### config.mk
export PLATFORM = sky130hd
export DESIGN_NAME = yuyv_to_rgb_flip_top
export DESIGN_NICKNAME = d
export VERILOG_FILES = /design/src/hdl/yrf_pkg.sv /design/src/hdl/yrf_raster.sv /design/src/hdl/yuyv_to_rgb_flip_top.sv
export SDC_FILE = /design/constraint.sdc
export NUM_CORES = 1
export LEC_CHECK = 0
export ABC_AREA = 1
export BUFFER_PORTS_ARGS = -buffer_cell sky130_fd_sc_hd__clkbuf_2
export CORE_ASPECT_RATIO = 0.75
export CORE_MARGIN = 2
export CORE_UTILIZATION = 45
export DETAILED_ROUTE_END_ITERATION = 12
export SLEW_MARGIN = 0
export SYNTH_ARGS = -nofsm -noshare
export SYNTH_HDL_FRONTEND = slang
export SYNTH_SLANG_ARGS = --single-unit
### constraint.sdc
create_clock -name clk_i -period 14.4 [get_ports clk_i]
set_input_delay 1.44 -clock clk_i [delete_from_list [all_inputs] [get_ports clk_i]]
set_output_delay 1.44 -clock clk_i [all_outputs]
set_load 0.01 [all_outputs]
### src/hdl/yrf_pkg.sv
// Shared constants, types and color conversion functions for the YUYV to RGB block.
`timescale 1ns / 1ps

package yrf_pkg;

  localparam int unsigned MAX_WIDTH  = 4096;
  localparam int unsigned MAX_HEIGHT = 4096;

  localparam int unsigned CFG_W  = 13;
  localparam int unsigned IDX_W  = 2;
  localparam int unsigned PIX_W  = 8;
  localparam int unsigned POS_W  = 12;
  localparam int unsigned COL_W  = ($clog2(MAX_WIDTH / 2) > 0) ? $clog2(MAX_WIDTH / 2) : 1;
  localparam int unsigned ROW_W  = ($clog2(MAX_HEIGHT) > 0) ? $clog2(MAX_HEIGHT) : 1;
  localparam int unsigned ACC_W  = 20;

  localparam logic [CFG_W-1:0] WIDTH_RESET  = CFG_W'(640);
  localparam logic [CFG_W-1:0] HEIGHT_RESET = CFG_W'(480);

  typedef enum logic [IDX_W-1:0] {
    REG_FRAME_WIDTH  = 2'd0,
    REG_FRAME_HEIGHT = 2'd1
  } cfg_reg_e;

  typedef struct packed {
    logic [POS_W-1:0] dest_row;
    logic [POS_W-1:0] dest_column;
    logic             frame_end;
  } pos_t;

  typedef struct packed {
    logic [PIX_W-1:0] red;
    logic [PIX_W-1:0] green;
    logic [PIX_W-1:0] blue;
  } rgb_t;

  localparam logic signed [ACC_W-1:0] K_Y    = ACC_W'(298);
  localparam logic signed [ACC_W-1:0] K_RV   = ACC_W'(409);
  localparam logic signed [ACC_W-1:0] K_GU   = ACC_W'(100);
  localparam logic signed [ACC_W-1:0] K_GV   = ACC_W'(208);
  localparam logic signed [ACC_W-1:0] K_BU   = ACC_W'(516);
  localparam logic signed [ACC_W-1:0] ROUND  = ACC_W'(128);
  localparam logic signed [9:0]       Y_OFS  = 10'sd16;
  localparam logic signed [9:0]       C_OFS  = 10'sd128;

  // Floor divide by 256, then saturate to one byte.
  function automatic logic [PIX_W-1:0] scale_clamp(logic signed [ACC_W-1:0] x);
    logic signed [ACC_W-1:0] s;
    s = x >>> 8;
    if (s < 0) begin
      return '0;
    end else if (s > ACC_W'(255)) begin
      return '1;
    end
    return s[PIX_W-1:0];
  endfunction

  function automatic rgb_t yuv_to_rgb(logic [PIX_W-1:0] y, logic [PIX_W-1:0] u,
                                      logic [PIX_W-1:0] v);
    logic signed [9:0]       c;
    logic signed [9:0]       d;
    logic signed [9:0]       e;
    logic signed [ACC_W-1:0] cy;
    logic signed [ACC_W-1:0] du;
    logic signed [ACC_W-1:0] ev;
    rgb_t                    p;
    c  = $signed({2'b00, y}) - Y_OFS;
    d  = $signed({2'b00, u}) - C_OFS;
    e  = $signed({2'b00, v}) - C_OFS;
    cy = K_Y * ACC_W'(c);
    du = ACC_W'(d);
    ev = ACC_W'(e);
    p.red   = scale_clamp(cy + K_RV * ev + ROUND);
    p.green = scale_clamp(cy - K_GU * du - K_GV * ev + ROUND);
    p.blue  = scale_clamp(cy + K_BU * du + ROUND);
    return p;
  endfunction

endpackage

### src/hdl/yrf_raster.sv
// Frame size registers and raster position counters.
`timescale 1ns / 1ps

module yrf_raster
  import yrf_pkg::*;
(
  input  logic             clk_i,
  input  logic             rst_ni,
  input  logic             cfg_we_i,
  input  logic [IDX_W-1:0] cfg_index_i,
  input  logic [CFG_W-1:0] cfg_data_i,
  input  logic             step_i,
  output pos_t             pos_o
);

  logic [CFG_W-1:0] width_q, width_d;
  logic [CFG_W-1:0] height_q, height_d;
  logic [COL_W-1:0] col_q, col_d;
  logic [ROW_W-1:0] row_q, row_d;

  logic [CFG_W-1:0] w_even;
  logic [CFG_W-1:0] w_eff;
  logic [CFG_W-1:0] groups;
  logic [CFG_W-1:0] rows;
  logic [CFG_W-1:0] col_next;
  logic [CFG_W-1:0] row_next;
  logic             last_col;
  logic             last_row;
  logic             cfg_hit;

  // Effective frame geometry: even width saturated, zero sizes raised to minimum.
  always_comb begin
    w_even = {width_q[CFG_W-1:1], 1'b0};
    w_eff  = w_even;
    if (32'(w_even) > MAX_WIDTH) begin
      w_eff = CFG_W'(MAX_WIDTH & ~32'd1);
    end
    if (w_eff == '0) begin
      w_eff = CFG_W'(2);
    end
    groups = {1'b0, w_eff[CFG_W-1:1]};

    rows = height_q;
    if (32'(height_q) > MAX_HEIGHT) begin
      rows = CFG_W'(MAX_HEIGHT);
    end
    if (rows == '0) begin
      rows = CFG_W'(1);
    end
  end

  assign col_next = CFG_W'(col_q) + CFG_W'(1);
  assign row_next = CFG_W'(row_q) + CFG_W'(1);
  assign last_col = (col_next >= groups);
  assign last_row = (row_next >= rows);

  assign pos_o.dest_row    = POS_W'(rows - CFG_W'(1) - CFG_W'(row_q));
  assign pos_o.dest_column = POS_W'({col_q, 1'b0});
  assign pos_o.frame_end   = last_col & last_row;

  assign cfg_hit = cfg_we_i &&
                   ((cfg_index_i == REG_FRAME_WIDTH) || (cfg_index_i == REG_FRAME_HEIGHT));

  always_comb begin
    width_d  = width_q;
    height_d = height_q;
    col_d    = col_q;
    row_d    = row_q;
    if (cfg_hit) begin
      unique case (cfg_index_i)
        REG_FRAME_WIDTH:  width_d  = cfg_data_i;
        REG_FRAME_HEIGHT: height_d = cfg_data_i;
        default:          ;
      endcase
      // Restart the raster on any write to a mapped register.
      col_d = '0;
      row_d = '0;
    end else if (step_i) begin
      if (last_col) begin
        col_d = '0;
        row_d = last_row ? '0 : row_next[ROW_W-1:0];
      end else begin
        col_d = col_next[COL_W-1:0];
      end
    end
  end

  always_ff @(posedge clk_i or negedge rst_ni) begin
    if (!rst_ni) begin
      width_q  <= WIDTH_RESET;
      height_q <= HEIGHT_RESET;
      col_q    <= '0;
      row_q    <= '0;
    end else begin
      width_q  <= width_d;
      height_q <= height_d;
      col_q    <= col_d;
      row_q    <= row_d;
    end
  end

`ifndef SYNTHESIS
  a_col_in_row: assert property (@(posedge clk_i) disable iff (!rst_ni)
    CFG_W'(col_q) < groups)
    else $error("column counter beyond row");

  a_row_in_frame: assert property (@(posedge clk_i) disable iff (!rst_ni)
    CFG_W'(row_q) < rows)
    else $error("row counter beyond frame");

  a_cfg_restart: assert property (@(posedge clk_i) disable iff (!rst_ni)
    cfg_hit |=> (col_q == '0) && (row_q == '0))
    else $error("raster not restarted after register write");
`endif

endmodule

### src/hdl/yuyv_to_rgb_flip_top.sv
// Top level: YUYV 4:2:2 group to two RGB888 pixels with vertically flipped position.
`timescale 1ns / 1ps
// Pipeline: input register, then result register, from input accept to result valid.
// Throughput: one beat per cycle; a new beat is taken every cycle while results drain.
// The color math is constant multiplies and clamps between the two registers.
// Reset: asynchronous, active low; clears both valid flags and the raster
// counters, and sets frame_width to 640 and frame_height to 480.

module yuyv_to_rgb_flip_top
  import yrf_pkg::*;
(
  input  logic             clk_i,
  input  logic             rst_ni,

  input  logic             cfg_we_i,
  input  logic [IDX_W-1:0] cfg_index_i,
  input  logic [CFG_W-1:0] cfg_data_i,

  input  logic             in_valid_i,
  output logic             in_ready_o,
  input  logic [PIX_W-1:0] luma_first_i,
  input  logic [PIX_W-1:0] chroma_blue_i,
  input  logic [PIX_W-1:0] luma_second_i,
  input  logic [PIX_W-1:0] chroma_red_i,

  output logic             out_valid_o,
  input  logic             out_ready_i,
  output logic [PIX_W-1:0] red_first_o,
  output logic [PIX_W-1:0] green_first_o,
  output logic [PIX_W-1:0] blue_first_o,
  output logic [PIX_W-1:0] red_second_o,
  output logic [PIX_W-1:0] green_second_o,
  output logic [PIX_W-1:0] blue_second_o,
  output logic [POS_W-1:0] dest_row_o,
  output logic [POS_W-1:0] dest_column_o,
  output logic             frame_end_o
);

  // Input stage: raw bytes plus the raster position captured at accept.
  logic             s1_valid_q, s1_valid_d;
  logic [PIX_W-1:0] y0_q, u_q, y1_q, v_q;
  pos_t             s1_pos_q;

  // Result stage.
  logic             out_valid_q, out_valid_d;
  rgb_t             px0_q, px1_q;
  pos_t             out_pos_q;

  logic             in_fire;
  logic             s2_load;
  pos_t             cur_pos;
  rgb_t             px0, px1;

  // Load the result register when it is empty or being drained this cycle.
  assign s2_load    = s1_valid_q && (!out_valid_q || out_ready_i);
  assign in_ready_o = !s1_valid_q || s2_load;
  assign in_fire    = in_valid_i && in_ready_o;

  yrf_raster u_raster (
    .clk_i       (clk_i),
    .rst_ni      (rst_ni),
    .cfg_we_i    (cfg_we_i),
    .cfg_index_i (cfg_index_i),
    .cfg_data_i  (cfg_data_i),
    .step_i      (in_fire),
    .pos_o       (cur_pos)
  );

  // Two pixels share the chroma pair.
  assign px0 = yuv_to_rgb(y0_q, u_q, v_q);
  assign px1 = yuv_to_rgb(y1_q, u_q, v_q);

  always_comb begin
    s1_valid_d = s1_valid_q;
    if (in_fire) begin
      s1_valid_d = 1'b1;
    end else if (s2_load) begin
      s1_valid_d = 1'b0;
    end

    out_valid_d = out_valid_q;
    if (s2_load) begin
      out_valid_d = 1'b1;
    end else if (out_ready_i) begin
      out_valid_d = 1'b0;
    end
  end

  always_ff @(posedge clk_i or negedge rst_ni) begin
    if (!rst_ni) begin
      s1_valid_q  <= 1'b0;
      out_valid_q <= 1'b0;
    end else begin
      s1_valid_q  <= s1_valid_d;
      out_valid_q <= out_valid_d;
    end
  end

  // Payload registers: capture on accept, hold otherwise.
  always_ff @(posedge clk_i) begin
    if (in_fire) begin
      y0_q     <= luma_first_i;
      u_q      <= chroma_blue_i;
      y1_q     <= luma_second_i;
      v_q      <= chroma_red_i;
      s1_pos_q <= cur_pos;
    end
    if (s2_load) begin
      px0_q     <= px0;
      px1_q     <= px1;
      out_pos_q <= s1_pos_q;
    end
  end

  assign out_valid_o    = out_valid_q;
  assign red_first_o    = px0_q.red;
  assign green_first_o  = px0_q.green;
  assign blue_first_o   = px0_q.blue;
  assign red_second_o   = px1_q.red;
  assign green_second_o = px1_q.green;
  assign blue_second_o  = px1_q.blue;
  assign dest_row_o     = out_pos_q.dest_row;
  assign dest_column_o  = out_pos_q.dest_column;
  assign frame_end_o    = out_pos_q.frame_end;

`ifndef SYNTHESIS
  a_end_on_top_row: assert property (@(posedge clk_i) disable iff (!rst_ni)
    (out_valid_o && frame_end_o) |-> (dest_row_o == '0))
    else $error("frame end beat not on flipped top row");

  a_stall_only_full: assert property (@(posedge clk_i) disable iff (!rst_ni)
    !in_ready_o |-> (s1_valid_q && out_valid_q && !out_ready_i))
    else $error("input stalled while a stage is free");

  a_no_lost_beat: assert property (@(posedge clk_i) disable iff (!rst_ni)
    (s1_valid_q && !s2_load && !in_fire) |=> s1_valid_q)
    else $error("input stage dropped a beat");
`endif

endmodule

# ---- Yosys cells after proc, flatten, opt, wreduce, memory -nomap -nowiden
# Index checks and enable logic that the tools add are counted.
dict set report op_classes {
  n_mul 6
  n_mux 45
  eq_ne 1
  magnitude_cmp 16
  bitwise 1
  addsub 22
  reduce_logical 18
}
# cell n
set op_table {}
lappend op_table {{$mux 8} 18}
lappend op_table {{$add 20x9->20 const B} 6}
lappend op_table {{$gt 12x9->1 const B} 6}
lappend op_table {{$lt 12x1->1 const B} 6}
lappend op_table {{$mul 9x9->18 const A} 3}
lappend op_table {{$mux 13} 4}
lappend op_table {{$mux 12} 4}
lappend op_table {{$add 19x19->20} 2}
lappend op_table {{$add 19x20->20} 2}
lappend op_table {{$sub 19x17->20} 2}
lappend op_table {{$sub 20x18->20} 2}
lappend op_table {{$mux 11} 3}
lappend op_table {{$gt 13x13->1 const B} 2}
lappend op_table {{$logic_not 13->1} 2}
lappend op_table {{$mul 10x9->19 const A} 1}
lappend op_table {{$sub 8x5->9 const B} 2}
lappend op_table {{$sub 8x8->9 const B} 2}
lappend op_table {{$mux 1} 16}
lappend op_table {{$mul 6x9->15 const A} 1}
lappend op_table {{$mul 5x9->14 const A} 1}
lappend op_table {{$add 12x1->13 const B} 1}
lappend op_table {{$ge 13x12->1} 1}
lappend op_table {{$ge 13x13->1} 1}
lappend op_table {{$add 11x1->12 const B} 1}
lappend op_table {{10 further kinds} 20}
dict set report totals {
  register_bits 179
  in_bits 52
  wordCells 131
  output_inout_bits 75
}

# ---- Logic depth before layout (Yosys ltp)
# Gate-level depths: netlist (run 1).
dict set report depth {
  word_depth 9
  ltp_mapped 33
  depth_no_buf 33
}

# ---- Hierarchy
# A second synthesis (run 1) with hierarchy kept.
dict set report hier_totals {
  cells_unflattened 2841
  area_unflattened_um2 22265.1
}
# module cells_each seq_area_each_um2 area_each_um2 n_inst
set by_module_without_submodules {}
lappend by_module_without_submodules {yuyv_to_rgb_flip_top 2253 3953.8 18265.0 1}
lappend by_module_without_submodules {yrf_raster 588 1208.7 4000.1 1}

# ---- Worst setup path after synthesis (run 1)
# No wires, ideal clock.
dict set report synth_path {
  kind {register -> register}
  start {register y0_q[4]}
  end {register px0_q (netlist bit green_first_o[0]) (data pin)}
  slack_ns 8.102
  required_ns 14.134
  setup_time_ns 0.266
  period_less_slack_ns 6.298
  t_arrival_ns 6.031
  path_stages_with_launch 31
  n_path_buf 0
  path_cell_list {edfxtp_1 inv_1 ha_1 nand3_4 inv_1 ha_1 ha_1 fa_1 fa_1 ha_1 ha_1 a21o_1 nand3_1 nand2_1 a21oi_1 nor2_1 nor2_1 xor2_1 fa_1 ha_1 ha_1 nand2_1 inv_1 nand2_1 nand2_1 a21oi_1 nand2_1 nand2_1 nand2_1 nor2_4 a31oi_1}
}
# item line
set synth_lines {}
lappend synth_lines {{start, declared} yuyv_to_rgb_flip_top.sv:41} ;# logic [PIX_W-1:0] y0_q, u_q, y1_q, v_q;
lappend synth_lines {{start signal, assigned} yuyv_to_rgb_flip_top.sv:102} ;# y0_q <= luma_first_i;
lappend synth_lines {{end signal, assigned} yuyv_to_rgb_flip_top.sv:109} ;# px0_q <= px0;
lappend synth_lines {{end, declared} yuyv_to_rgb_flip_top.sv:46} ;# rgb_t px0_q, px1_q;

==> flow_summary.ini, run 1 <==
[run_status]
status = finished, final reports clean

[floorplanning]
core_area_um2 = 47700
pin_count = 127
die_x_um = 259
rows = 69
die_h_um = 195
die-area_um2 = 50500
start_util_pct = 45.9

[drt]
drt_first_pass_iters = 5
drc = 0
wl_per_cell_um = 16.6
antenna_left = 0
wl_met2_um = 24000
wirelength_um = 59200
wl_met3_um = 3670
met1_length_um = 30800
routed_via_density = 5.10
top_layer_used = met4
drtIter0Drc = 1114
num_vias = 18200

[timing]
whs_ns = 0.424
max_slew.worst_pin.slew_ns = 0.923
max_freq_mhz = 135
finalCritPeriodShare_pct = 51.4
relSlewSlack_pct = 38.5
rsz0062_at_grt = no
hold_viol = 0
final_max_slew_viol_count = 0
finalClockSkew_ns = 0.0181
setup-violations-final = 0
setup_tns_ns = 0
min_period_ns = 7.40

[layout]
antennaDiodeCount = 0
final_cell_mix = nand2_1 (646), inv_1 (531), ha_1 (450)
final_common_cell = nand2_1
fill_cells = 4659
utilization_pct = 50.2
layout-drive-gt1-share_pct = 8.52
area_growth_syn_to_layout_pct = 9.44
final_nets = 3489

[worst_setup_path]
required_ns = 14.62
path_buf_inv = 6
cp-end-kind = flip-flop
crit_arrival_ns = 7.61
crit_family = adder cells
startpoint_type = flip-flop
slowest_delay_ns = 0.65
slowest_stage = xor2_1
worstPathMaxFanout = 8
cpMostUsedCell = ha_1
crit_type = flip-flop to flip-flop

[clock_tree]
cts.sinks = 178
clock_path_buffers = 2
cts_root_buf = clkbuf_16
tritoncts = built
cts_resized = 0
post-cts-setup-buffers = 0
htree_num_levels = 4
cts_hold_buf = 0
insertion_delay_ns = 0.49
cts_buffers = 17
path_clk_slew_ns = 0.08

[grt]
antenna_found_initial = 0
gr-total-overflow = 0
grt_use_total_pct = 23.8
grt_pass1_wl_um = 93600
grt_max_degree = 59
grt_pass1_vias = 17300

[synth]
syn_inst = 2769
ys_seq_area_share_pct = 23.3
synth-main-ff-cell = edfxtp_1
synth_warnings = 0
synth_edf_count = 128
synth_area_um2 = 21900
syn_avg_cell_area_um2 = 7.91
ys_types = 56
async_flop_share_pct = 28.1
synth_seq_cells = 178
synth_nets = 3350

[place]
routabilityCongestion = 0.990
port_buffers = 125
hpwl_um = 50400

[worst_hold_path]
hp-class = flip-flop to flip-flop

[run]
drv_cap = 0
==> cell usage after synthesis, types with 34 or more instances <==
library cell,count,area share [%]
a21oi_1,142,3.2
nor3_1,34,0.78
nand2_1,646,11
edfxtp_1,128,18
nor2_1,184,3.2
fa_1,79,7.2
o21ai_0,45,1.0
nand3_1,129,2.9
ha_1,450,26
inv_1,531,9.1
dfrtp_1,44,5.0
xor2_1,84,3.4
xnor2_1,35,1.4
==> layout make-up <==
type / count / area, um^2 / area share (%)
Tap cell: 639 / 800 / 3.34
Timing Repair Buffer: 131 / 671 / 2.80
Clock buffer: 17 / 425 / 1.77
Clock inverter: 15 / 216 / 0.903
Inverter: 542 / 2030 / 8.49
Sequential cell: 178 / 5100 / 21.3
Multi-Input combinational cell: 2038 / 14700 / 61.4
==> registers in the layout (all words and copies together), names as in the netlist <==
| signal | flops |
|---|---|
| blue_first_o | 8 |
| s1_pos_q | 24 |
| red_second_o | 8 |
| dest_row_o | 12 |
| frame_end_o | 1 |
| y1_q | 8 |
| u_raster.height_q | 13 |
| v_q | 8 |
| s1_valid_q | 1 |
| u_raster.col_q | 11 |
| y0_q | 8 |
| dest_column_o | 11 |
| blue_second_o | 8 |
| u_raster.width_q | 12 |
| u_q | 8 |
| green_second_o | 8 |
| red_first_o | 8 |
| out_valid_o | 1 |
| u_raster.row_q | 12 |
| green_first_o | 8 |
==> per-layer routing <==
layer / vias to the layer above / global-route usage, %
met5: - / 0
met4: 0 / 4.56
met3: 44 / 4.70
met2: 410 / 34.1
met1: 8446 / 36.7
li1: 9257 / -
==> path summary, 6_finish.rpt <==
| kind | startpoint | to | cells past startpoint | slack [ns] |
|---|---|---|---|---|
| worst max-delay path | y1_q[4] | green_second_o[1] | 29 | 7.00 |
| worst min-delay path | s1_pos_q[17] | dest_row_o[4] | 0 | 0.42 |
| worst max register to register | y1_q[4] | green_second_o[1] | 29 | 7.00 |
| worst min register to register | s1_pos_q[17] | dest_row_o[4] | 0 | 0.42 |
| max in group asynchronous | rst_ni | u_raster.row_q[10] | 2 | 12.87 |
| min in group asynchronous | rst_ni | out_valid_o | 2 | 1.08 |
==> cell families after synthesis <==
family / after synthesis / synth area share, %
compound gates: 290 / 7.49
xor+xnor: 122 / 5.08
fa+ha+maj: 529 / 32.9
buf+inv: 553 / 9.54
flops: 178 / 23.3
mux: 2 / 0.0971
other cells: 1 / 0.0171
simple gates: 1094 / 21.6
==> stage by stage <==
| stage | cells | cell area [um^2] | setup slack, ns |
|---|---|---|---|
| 2_1_floorplan | 2769 | 21900 | 8.10 |
| 3_3_place_gp | 3528 | 23300 | 7.21 |
| 3_5_place_dp | 3528 | 23300 | 7.10 |
| 4_1_cts | 3560 | 24000 | 7.08 |
| 5_1_grt | 3560 | 24000 | 6.53 |
| 6_report | 3560 | 24000 | 7.00 |
Power of run 1 is left out: the tool's default activity adds up to more than one toggle a clock period on the data nets, which glitch-free logic cannot reach.
==> inputs of run 2 (changes only) <==
- ABC_AREA: 1 -> 0
- clock period: 14.4 -> 6.8 ns (I/O delays scaled with it)
==> run 2 against run 1 <==
Against the previous run: global-route usage is 2.2 points lower; maximum frequency is 12% higher; synthesized cell count is 32% lower; largest cell class unchanged.
==> flow_summary.ini, run 2 <==
[clock_tree]
cts.sinks = 178
cts_buffers = 17
htree_num_levels = 4
clock_path_buffers = 2
insertion_delay_ns = 0.47
cts_hold_buf = 0
tritoncts = built
path_clk_slew_ns = 0.08
cts_root_buf = clkbuf_16

[place]
placed_area_um2 = 21100
routabilityCongestion = 0.928
hpwl_um = 39300
placed_cells = 2655
pre_cts_slack_ns = -0.327
port_buffers = 125

[drt]
drt_first_pass_iters = 5
wirelength_um = 47000
num_vias = 14200
antenna_left = 0
wl_per_cell_um = 17.3
drtIter0Drc = 726
drc = 0
routed_via_density = 5.22

[layout]
area_growth_syn_to_layout_pct = 18.5
final_area_um2 = 22600
regMostFlops = s1_pos_q
largest_reg_flops = 24
stdcell_count = 2710
reg_top3 = s1_pos_q: 24 flops, u_raster.height_q: 13 flops
final_cell_mix = ha_1 (421), inv_1 (281), edfxtp_1 (128)
final_common_cell = ha_1
final_nets = 2708
layout-drive-gt1-share_pct = 20.1

[floorplanning]
start_util_pct = 45.5
pin_count = 127
die_x_um = 242
rows = 65
die-area_um2 = 44100
die_h_um = 182
core_area_um2 = 42000

[synth]
netlist_top_cells_area = ha_1 (29%), edfxtp_1 (20%), fa_1 (8.3%)
syn_avg_cell_area_um2 = 10.1
yosysTopAreaCellShare_pct = 29.5
synth_common_cells = ha_1 (450), inv_1 (292), edfxtp_1 (128)
synth_top_cell_by_area = ha_1
synth_seq_cells = 178
synth_nets = 2466
synth_edf_count = 128
ys_seq_area_share_pct = 26.7
syn_inst = 1885
synth_warnings = 0
ys_types = 72
synth_area_um2 = 19100
synth-main-ff-cell = edfxtp_1
async_flop_share_pct = 28.1
synth.most_common_cell = ha_1

[grt]
gr-total-overflow = 0
grt_pass1_wl_um = 73800
antenna_found_initial = 0
grt_pass1_vias = 13800
grt_use_total_pct = 21.5
grt_max_degree = 51

[timing]
finalClockSkew_ns = 0.0154
finalWorstSetupSlack_ns = 0.221
finalCritPeriodShare_pct = 96.8
relSlewSlack_pct = 26.8
setup-violations-final = 0
setup_tns_ns = 0
hold_viol = 0
min_period_ns = 6.58
max_slew.worst_pin.slew_ns = 1.09
final_max_slew_viol_count = 0
max_freq_mhz = 152

[run]
drv_cap = 0

[worst_setup_path]
crit_type = flip-flop to flip-flop
required_ns = 7.12
cpMostUsedCell = ha_1
slowest_delay_ns = 0.56
startpoint_type = flip-flop
cp-end-kind = flip-flop
slowest_stage = fa_2
crit_arrival_ns = 6.90
worstPathMaxFanout = 8

[worst_hold_path]
hp-class = primary input to async pin

[run_status]
status = finished, final reports clean
==> run 2: cell count changes after synthesis, sizes merged, moves of 26 or more <==
cell and change:
a21o +32, inv -250, nand2 -586, nand3 -110, nor2 -119, nor2b +26
o21a +43, xnor2 +57, xor2 -33
==> run 2: final cells by class <==
cell class	instances	area [um^2]
diodes	1	2.50
clock buffers	17	425
clock inverters	15	223
fillers	3768	19300
inverters	294	1110
multi-input cells	1401	13600
flip-flops and latches	178	5100
well taps	569	712
repair buffers	235	1460
==> run 2: path summary, 6_finish.rpt <==
| kind | start | to | slack, ns | depth (start not counted) |
|---|---|---|---|---|
| worst max register to register | y0_q[4] | green_first_o[6] | 0.22 | 28 |
| worst min register to register | s1_pos_q[9] | dest_column_o[8] | 0.42 | 0 |
| max in group asynchronous | rst_ni | u_raster.row_q[0] | 6.06 | 2 |
| min in group clk_i | chroma_red_i[5] | v_q[5] | 0.38 | 1 |
| worst min-delay path | rst_ni | u_raster.col_q[8] | 0.31 | 2 |
| worst max-delay path | y0_q[4] | green_first_o[6] | 0.22 | 28 |
==> run 2: layer usage <==
metal / track usage [%] / vias to the layer above / wire length (um)
met5: 0 / - / 0
met4: 4.69 / 0 / 845
met3: 4.32 / 48 / 2760
met2: 32.7 / 319 / 20100
met1: 31.7 / 6716 / 23300
li1: - / 7073 / -
==> run 2: per-stage QoR <==
stage	util [%]	hold WS (ns)
final	53.9	0.308
after global routing	53.9	0.349
after CTS	52.3	0.313
after detailed placement	50.3	0.405
after global placement	50.3	0.403
after floorplan	-	0.384
==> run 2: cell families (layout without fill, tap and decap cells) <==
kind of cell / count (synthesis) / after routing / share of synthesized area (%)
adders and majority gates: 529 / 529 / 37.8
muxes: 26 / 26 / 1.52
AOI/OAI and AO/OA: 370 / 370 / 12.7
other: 1 / 2 / 0.0196
DFF: 178 / 178 / 26.7
buffers and inverters: 306 / 561 / 6.04
xor gates and xnor gates: 146 / 146 / 6.77
and+or+nand+nor: 329 / 329 / 8.45
==> run 2: worst max-delay path: cells and delay by family (launching register included) <==
kind / cells / cell delay, ns
adders and majority gates: 10 / 3.47
AOI/OAI and AO/OA: 9 / 1.38
buffers and inverters: 6 / 0.56
and+or+nand+nor: 2 / 0.43
DFF: 1 / 0.42
xor gates and xnor gates: 1 / 0.16
==> run 2: what timing repair did <==
action	in CTS	in global routing
buffers inserted	8	15
endpoints found under the setup margin	16	47
pin swaps	12	50
gates resized for setup	19	102
Power of run 2 is left out for the same reason.
==> inputs of run 3 (changes only) <==
- CORE_UTILIZATION: 45 -> 55
- PLACE_DENSITY: not set -> 0.76
==> run 3 against run 2 <==
Against the previous run: final area is 1.7% lower; clock-buffer cell count is the same; die area fell by 18%; worst hold slack improved by 0.0029 ns; sequential cell count stayed put; first-iteration DRC count rose by 25%; maximum frequency down 1.1%.
==> flow_summary.ini, run 3 (synthesis results as in run 2) <==
[layout]
antennaDiodeCount = 0
final_cell_mix = ha_1 (416), inv_1 (283), edfxtp_1 (128)
largest_reg_flops = 24
layout-drive-gt1-share_pct = 18.8
area_growth_syn_to_layout_pct = 16.4
utilization_pct = 64.5
final_area_um2 = 22200
final_nets = 2683
final_common_cell = ha_1
regMostFlops = s1_pos_q
reg_top3 = s1_pos_q: 24 flops, u_raster.height_q: 13 flops

[floorplanning]
die-area_um2 = 36300
pin_count = 127
start_util_pct = 55.4
die_x_um = 219
core_area_um2 = 34500
rows = 59
die_h_um = 165

[timing]
relSlewSlack_pct = 30.7
setup-violations-final = 0
whs_ns = 0.311
min_period_ns = 6.66
finalClockSkew_ns = 0.0152
max_slew.worst_pin.slew_ns = 1.04
finalCritPeriodShare_pct = 97.9
final_max_slew_viol_count = 0
max_freq_mhz = 150
hold_viol = 0

[grt]
use_met2_pct = 41.4
grt_use_met3_pct = 9.01
grt_pass1_vias = 14500
grtUsageMet1_pct = 34.5
top_usage_layer = met2
grt_pass1_wl_um = 74100
grt_use_total_pct = 26.6
gr-total-overflow = 0
grt_max_degree = 51
antenna_found_initial = 3

[clock_tree]
clock_path_buffers = 2
path_clk_slew_ns = 0.08
htree_num_levels = 4
tritoncts = built
cts_root_buf = clkbuf_16
insertion_delay_ns = 0.47
cts_buffers = 17
cts.sinks = 178

[worst_setup_path]
reg2reg_depth = 28
cpMostUsedCell = ha_4
cp-end-kind = flip-flop
required_ns = 7.03
worstPathMaxFanout = 8
timing.rr.start = y1_q[4]
crit_type = flip-flop to flip-flop
slowest_stage = fa_1
r2r_setup_slack_ns = 0.14
startpoint_type = flip-flop
slowest_delay_ns = 0.57
crit_arrival_ns = 6.88
crit_path_start = y1_q[4]

[drt]
routed_via_density = 5.67
drt_first_pass_iters = 9
antenna_left = 0
num_vias = 14600
drtIter0Drc = 906
wirelength_um = 47700
drc = 0
wl_per_cell_um = 18.6

[place]
port_buffers = 125
placed_area_um2 = 20800
routabilityCongestion = 1.01
hpwl_um = 38300

[run_status]
status = finished, final reports clean

[run]
drv_cap = 0

[worst_hold_path]
hp-class = primary input to async pin
[run 3: cell count changes in the layout (fill, tap and decap cells not counted), moves of 3 or more]
cell / change
inv_12: -4
nor3_2: -3
ha_1: -5
buf_4: -26
o21ai_2: -3
ha_2: +3
clkinv_8: +3
nor3_1: +3
[run 3: worst max-delay path, delay by kind of cell (launching register included)]
kind	cells	cell delay (ns)
DFF	1	0.41
and+or+nand+nor	6	1.03
AOI/OAI and AO/OA	6	1.08
xor gates and xnor gates	1	0.15
buffers and inverters	5	0.46
adders and majority gates	10	3.25
[run 3: final timing paths]
check                                     to
max reg2reg                green_second_o[7]
min                               s1_valid_q
min in group clk_i                    u_q[5]
max                        green_second_o[7]
max in group asynchronous  u_raster.row_q[3]
min reg2reg                    dest_row_o[6]
[run 3: layer usage]
| metal | vias up | wire, um |
|---|---|---|
| met1 | 6958 | 21100 |
| met5 | - | 39 |
| met4 | 6 | 1430 |
| met2 | 445 | 20800 |
| li1 | 7050 | - |
| met3 | 112 | 4360 |
[run 3: cell type report]
cell class / instances / area (um^2)
multi-input combinational: 1401 / 13600
fill: 2665 / 12200
sequential: 178 / 5100
timing repair buffer: 210 / 1270
inverter: 294 / 1100
tap: 457 / 572
clock buffer: 17 / 425
clock inverter: 15 / 199
[run 3: what timing repair did]
item	CTS	global route
setup endpoints to repair	32	48
gates resized for setup	17	98
hold buffers	0	0
pin swaps	18	61
buffers inserted	8	15
[run 3: stage by stage]
step | cells | setup WS, ns | setup TNS [ns]
floorplan | 1885 | 0.00973 | 0
global placement | 2517 | -0.0157 | -0.113
detailed placement | 2517 | -0.181 | -2.79
CTS | 2557 | 0.00599 | 0
global route | 2572 | -0.145 | -1.47
finish | 2572 | 0.145 | 0
Power of run 3 is left out for the same reason.
